`config.mk`:
```
export PLATFORM = sky130hd
export DESIGN_NAME = ssfl_ctrl
export DESIGN_NICKNAME = d
export VERILOG_FILES = /design/src/hdl/ssfl_pkg.sv /design/src/hdl/ssfl_ctrl.sv
export SDC_FILE = /design/constraint.sdc
export NUM_CORES = 1
export LEC_CHECK = 0
export BUFFER_PORTS_ARGS = -buffer_cell sky130_fd_sc_hd__buf_4
export CORE_UTILIZATION = 30
export DETAILED_ROUTE_END_ITERATION = 10
export SYNTH_ARGS = -nofsm -noshare
export SYNTH_HDL_FRONTEND = slang
export SYNTH_SLANG_ARGS = --single-unit
```
`constraint.sdc`:
```
create_clock -name aclk -period 2.1 [get_ports aclk]
set_clock_uncertainty 0.1 [all_clocks]
set_input_delay 0.42 -clock aclk [delete_from_list [all_inputs] [get_ports aclk]]
set_output_delay 0.42 -clock aclk [all_outputs]
set_load 0.02 [all_outputs]
```
`src/hdl/ssfl_pkg.sv`:
```
// Shared types and constants for the sorted symbol table floor lookup.
// No dependencies; imported by every module of the block.
package ssfl_pkg;

    localparam int CAPACITY = 256;
    localparam int IDX_W    = $clog2(CAPACITY);
    localparam int CNT_W    = $clog2(CAPACITY + 1);

    localparam logic REQ_ADD  = 1'b0;
    localparam logic REQ_FIND = 1'b1;

    localparam logic [2:0] ST_INSERTED  = 3'd0;
    localparam logic [2:0] ST_DUPLICATE = 3'd1;
    localparam logic [2:0] ST_FULL      = 3'd2;
    localparam logic [2:0] ST_FOUND     = 3'd3;
    localparam logic [2:0] ST_NOTFOUND  = 3'd4;

    typedef struct packed {
        logic        req_type;
        logic [15:0] addr;
        logic [15:0] name_handle;
    } ssfl_req_t;

    typedef struct packed {
        logic [2:0]  status;
        logic [15:0] hit_addr;
        logic [15:0] hit_name;
    } ssfl_res_t;

    typedef enum logic [1:0] {
        RD_MID   = 2'd0,
        RD_FETCH = 2'd1,
        RD_SHIFT = 2'd2
    } ssfl_rd_sel_t;

    typedef struct packed {
        logic         cap;
        logic         rd_en;
        ssfl_rd_sel_t rd_sel;
        logic         step;
        logic         set_ptr;
        logic         shift_wr;
        logic         ins_wr;
        logic         set_res;
        logic [2:0]   res_status;
        logic         res_hit;
        logic         out_load;
    } ssfl_cmd_t;

    typedef struct packed {
        logic lo_lt_hi;
        logic cmp_eq;
        logic req_find;
        logic exact;
        logic pos_zero;
        logic full;
        logic shift_last;
        logic need_shift;
        logic out_free;
    } ssfl_sts_t;

endpackage

```
`src/hdl/ssfl_ctrl.sv`:
```
// Controller: sequences search probes, entry shifting, insert and result handoff.
// Depends on ssfl_pkg; commands ssfl_dp.
module ssfl_ctrl import ssfl_pkg::*; (
    input  logic      aclk,
    input  logic      aresetn,
    input  logic      s_valid,
    output logic      s_ready,
    input  ssfl_sts_t sts,
    output ssfl_cmd_t cmd
);

    typedef enum logic [8:0] {
        S_IDLE     = 9'b000000001,
        S_SEARCH   = 9'b000000010,
        S_PROBE    = 9'b000000100,
        S_RESOLVE  = 9'b000001000,
        S_FETCH    = 9'b000010000,
        S_SHIFT_RD = 9'b000100000,
        S_SHIFT_WR = 9'b001000000,
        S_INSERT   = 9'b010000000,
        S_OUT      = 9'b100000000
    } ssfl_state_t;

    ssfl_state_t state_reg, state_next;

    always_comb begin
        state_next = state_reg;
        cmd        = '0;
        cmd.rd_sel = RD_MID;
        case (state_reg)
            S_IDLE: begin
                if (s_valid) begin
                    cmd.cap    = 1'b1;
                    state_next = S_SEARCH;
                end
            end
            S_SEARCH: begin
                if (sts.lo_lt_hi) begin
                    cmd.rd_en  = 1'b1;
                    cmd.rd_sel = RD_MID;
                    state_next = S_PROBE;
                end else begin
                    state_next = S_RESOLVE;
                end
            end
            S_PROBE: begin
                cmd.step   = 1'b1;
                state_next = sts.cmp_eq ? S_RESOLVE : S_SEARCH;
            end
            S_RESOLVE: begin
                if (sts.req_find) begin
                    if (!sts.exact && sts.pos_zero) begin
                        cmd.set_res    = 1'b1;
                        cmd.res_status = ST_NOTFOUND;
                        state_next     = S_OUT;
                    end else begin
                        cmd.rd_en  = 1'b1;
                        cmd.rd_sel = RD_FETCH;
                        state_next = S_FETCH;
                    end
                end else if (sts.exact) begin
                    cmd.set_res    = 1'b1;
                    cmd.res_status = ST_DUPLICATE;
                    state_next     = S_OUT;
                end else if (sts.full) begin
                    cmd.set_res    = 1'b1;
                    cmd.res_status = ST_FULL;
                    state_next     = S_OUT;
                end else begin
                    cmd.set_ptr = 1'b1;
                    state_next  = sts.need_shift ? S_SHIFT_RD : S_INSERT;
                end
            end
            S_FETCH: begin
                cmd.set_res    = 1'b1;
                cmd.res_status = ST_FOUND;
                cmd.res_hit    = 1'b1;
                state_next     = S_OUT;
            end
            S_SHIFT_RD: begin
                cmd.rd_en  = 1'b1;
                cmd.rd_sel = RD_SHIFT;
                state_next = S_SHIFT_WR;
            end
            S_SHIFT_WR: begin
                cmd.shift_wr = 1'b1;
                state_next   = sts.shift_last ? S_INSERT : S_SHIFT_RD;
            end
            S_INSERT: begin
                cmd.ins_wr     = 1'b1;
                cmd.set_res    = 1'b1;
                cmd.res_status = ST_INSERTED;
                state_next     = S_OUT;
            end
            S_OUT: begin
                if (sts.out_free) begin
                    cmd.out_load = 1'b1;
                    state_next   = S_IDLE;
                end
            end
            default: begin
                state_next = S_IDLE;
            end
        endcase
    end

    always_ff @(posedge aclk) begin
        if (!aresetn) begin
            state_reg <= S_IDLE;
        end else begin
            state_reg <= state_next;
        end
    end

    assign s_ready = state_reg == S_IDLE;

endmodule

```
### Word level (Yosys, flattened, before mapping)

Cells that the tools add are included.

| cells by class | value |
|---|---|
| reductions and logical operators | 4 |
| eq/ne operators | 11 |
| multiplexer cells | 32 |

Operators with widths:

| cell | number |
|---|---|
| $pmux W9 S8 | 1 |
| $mux W9 | 6 |
| $mux W4 | 6 |
| $mux W8 | 2 |
| $mux W1 | 12 |
| $pmux W4 S3 | 1 |
| $eq A9 B1 Y1 const B | 1 |
| $eq A9 B2 Y1 const B | 1 |
| $eq A9 B3 Y1 const B | 1 |
| $eq A9 B4 Y1 const B | 1 |
| $eq A9 B5 Y1 const B | 1 |
| $eq A9 B6 Y1 const B | 1 |
| $eq A9 B7 Y1 const B | 1 |
| $eq A9 B8 Y1 const B | 1 |
| $eq A9 B9 Y1 const B | 1 |
| $mux W3 | 3 |
| $pmux W3 S3 | 1 |
| $ne A2 B2 Y1 const B | 2 |
| $reduce_and A2 Y1 | 1 |
| $reduce_or A2 Y1 | 1 |
| $logic_and A1 B1 Y1 | 1 |
| $logic_not A1 Y1 | 1 |

| storage, ports and cells | value |
|---|---|
| bits of input ports | 12 |
| word-level logic and storage cells | 48 |
| flip-flop bits (word level) | 9 |
| output and inout port bits | 15 |

### Longest topological paths before layout

| depth | value |
|---|---|
| depth in word-level cells | 5 |
| mapped depth | 6 |
| gate-level depth less buffers | 5 |

### Worst setup path before layout

Ideal clock, no wire load.

| timing path | value |
|---|---|
| path type | reg2out |
| start | register state_reg[1] |
| end | output cmd[4] (netlist name) |
| stages on the path, launching flop included | 4 |
| required time | 1.580 ns |
| path slack | -0.105 ns |
| path buffers | 0 |
| arrival | 1.685 ns |
| cells stage by stage | dfxtp_1 nor4b_1 nand3_1 nor4_1 |

RTL lines:

| what | RTL line | text |
|---|---|---|
| start: declaration | ssfl_ctrl.sv:24 | `ssfl_state_t state_reg, state_next;` |
| start signal: assignment | ssfl_ctrl.sv:111 | `state_reg <= state_next;` |
| end: declaration | ssfl_ctrl.sv:9 | `output ssfl_cmd_t cmd` |

==> results.yml <==
routing:
  drt_first_iter_violations: 15
  vias: 764
  viasPerCell: 5.03
  antenna_left: 0
  first_pass_iters: 4
  drc: 0
  drt-total-wl_um: 1960
  wl_per_cell_um: 12.9
global_route:
  grt_use_total_pct: 17.8
  grt_overflow: 0
  grt_max_degree: 8
  grt_pass1_vias: 692
  grt_first_pass_wirelength_um: 2880
  antenna_found_initial: 0
timing:
  period_share_pct: 109
  finalHoldViolCount: 0
  finalSetupTns_ps: -1040
  layout_setup_ws_ps: -192
  max_freq_ghz: 0.436
  setup_viol: 10
  tightest_slew_ps: 421
  whs_ps: 297
  finalCriticalPeriod_ps: 2290
  slew_headroom_pct: 71.6
  slew_violations: 0
  rsz0062_at_grt: "yes"
floorplanning:
  die_x_um: 48.0
  die_h_um: 48.0
  core_mm2: 0.00198
  start_util_pct: 32.0
  core.rowCount: 16
  die-area_mm2: 0.00230
  ios: 27
worst_setup_path:
  cp-start-kind: "flop"
  critPathRequiredTime_ps: 1580
  critPathCaptureType: "primary output"
  reg2regPathDepth: 4
  worstPathMaxFanout: 3
  r2r_slack_ps: 260
  cp_cell_sequence: "or4_4 > or3b_4 > nor2_4 > buf_6"
  critPathKind: "reg -> out"
  crit_cells: 4
  worstReg2RegEnd: "state_reg[6]"
  cp_slowest_stage_delay_ps: 540
  worstPathArrival_ps: 1770
  reg2reg_from: "state_reg[1]"
  endpoint: "cmd[0]"
  path_delay_family: "simple AND/OR/NAND/NOR gates"
  cp.buffers_inverters: 1
  crit_path_start: "state_reg[1]"
  cp_slowest_cell: "or4_4"
pwr:
  intPower_mw: 0.315
  finalPower_mw: 0.449
  power.density_mw_per_mm2: 402
  p_leak_nw: 0.549
  switching_share_pct: 29.9
  combinationalPowerShare_pct: 27.9
  p_switching_mw: 0.134
  pwr-share-clk_pct: 31.0
  p_seq_share_pct: 41.2
  peakVddDrop_mv: 0.179
synthesis:
  syn_inst: 80
  ys_async_sr_fraction_pct: 0
  ys_types: 35
  synth_area_per_cell_um2: 7.93
  yosysWarnings: 0
  synth-seq-cells: 9
  yosys.area.top_type: "dfxtp_1"
  synth_seq_area_share_pct: 28.4
  syn-num-nets: 92
  synthTopCellsByArea: "dfxtp_1 (28%), inv_1 (5.3%), nor2_1 (4.7%)"
  synth_ff_type: "dfxtp_1"
  synth_top_area_share_pct: 28.4
  synth.cell_area_um2: 634
  synth_edf_count: 0
status:
  outcome: "finished with violations"
  failed_checks: "setup timing"
placed_design:
  io_buffers: 26
  gp_congestion: 0.787
  dpl-instance-area_um2: 968
  hpwl_um: 1370
clocking:
  clock_path_buffers: 2
  path_clk_slew_ps: 70
  root_buffer: "clkbuf_4"
  clkLatencyLatePin_ps: 260
  cts_hold_buf: 0
  cts_tree: "done"
  cts_sinks: 9
  htree_levels: 1
  cts_buffers: 3
run:
  maxCapViolCount: 0
layout:
  finalInstanceArea_mm2: 0.00112
  fin_nets: 138
  drive_above_1_share_pct: 51.2
  largest_reg_flops: 9
  n_fill_cell: 195
  diodes: 0
  area_growth_pct: 76.1
  multiInputGateArea_um2: 502
  regArea_um2: 188
worst_hold_path:
  hp-class: "in -> reg"
==> cell usage after synthesis, drive strengths merged, types with 2 or more instances <==
| library cell | number |
|---|---|
| dfxtp | 9 |
| inv | 9 |
| nor2 | 8 |
| nor3 | 5 |
| nor4 | 5 |
| and2 | 4 |
| nand2 | 4 |
| nand2b | 3 |
| nor4b | 3 |
| o21ai | 3 |
| a41o | 2 |
| and3 | 2 |
| and4b | 2 |
| xnor2 | 2 |
==> power groups by stage <==
| stage | sequential, mW | combinational, mW | clock (mW) |
|---|---|---|---|
| detailed placement | 0.186 | 0.104 | 0 |
| global placement | 0.186 | 0.103 | 0 |
| CTS | 0.181 | 0.115 | 0.139 |
| global route | 0.186 | 0.138 | 0.147 |
| floorplan | 0.184 | 0.0499 | 0 |
| finish | 0.185 | 0.125 | 0.139 |
==> stage by stage <==
stage | util, % | setup WS [ps] | cells
6_report | 56.4 | -192 | 152
5_1_grt | 56.4 | -243 | 152
4_1_cts | 53.0 | -188 | 151
3_5_place_dp | 48.9 | 44.1 | 146
3_3_place_gp | 48.9 | 60.1 | 146
2_1_floorplan | - | -105 | 80
==> cell usage in the layout, fill, tap and decap left out, drive strengths merged, types with 2 or more instances in the layout <==
cell / count
a41o: 2
nor3: 5
nor2: 8
and4b: 2
xnor2: 2
inv: 9
buf: 42
nand2: 4
and2: 4
dfxtp: 9
nor4: 5
nand2b: 3
clkbuf: 4
o21ai: 3
nor4b: 3
and3: 2
==> repair_timing <==
item,in CTS,in global routing
resized for setup,14,14
hold endpoints to repair,0,0
buffers inserted,1,1
setup endpoints to repair,15,15
pin swaps,2,3
==> logic make-up after synthesis <==
kind of cell           synth area share, %
buffers and inverters                 6.11
flip-flops                            28.4
AO/OA/AOI/OAI                         17.8
XOR/XNOR                              4.14
AND/OR/NAND/NOR                       43.6
==> routing by layer <==
metal  part of all wire, %  wire, um  up-vias  global-route usage, %
met5                     0         0        -                      0
met2                    52      1030       17                   32.4
met3                   2.9        57        0                   2.26
met4                     0         0        0                   5.00
li1                      -         -      382                      -
met1                    45       875      365                   21.7
==> how the worst min path moves through the flow <==
stage,depth (start not counted),to,startpoint,slack [ps]
2_1_floorplan,1,state_reg[0],aresetn,400
3_3_place_gp,2,state_reg[2],state_reg[1],460
3_5_place_dp,2,state_reg[2],state_reg[1],450
4_1_cts,2,state_reg[0],aresetn,300
5_1_grt,2,state_reg[0],aresetn,310
6_report,2,state_reg[0],aresetn,300
==> cell type report <==
type / instances / share of cell area [%]
Multi-Input combinational cell: 61 / 44.9
Clock buffer: 4 / 2.35
Timing Repair Buffer: 42 / 29.9
Tap cell: 27 / 3.02
Sequential cell: 9 / 16.8
Inverter: 9 / 3.02
Power figures use the tool's default switching activity.
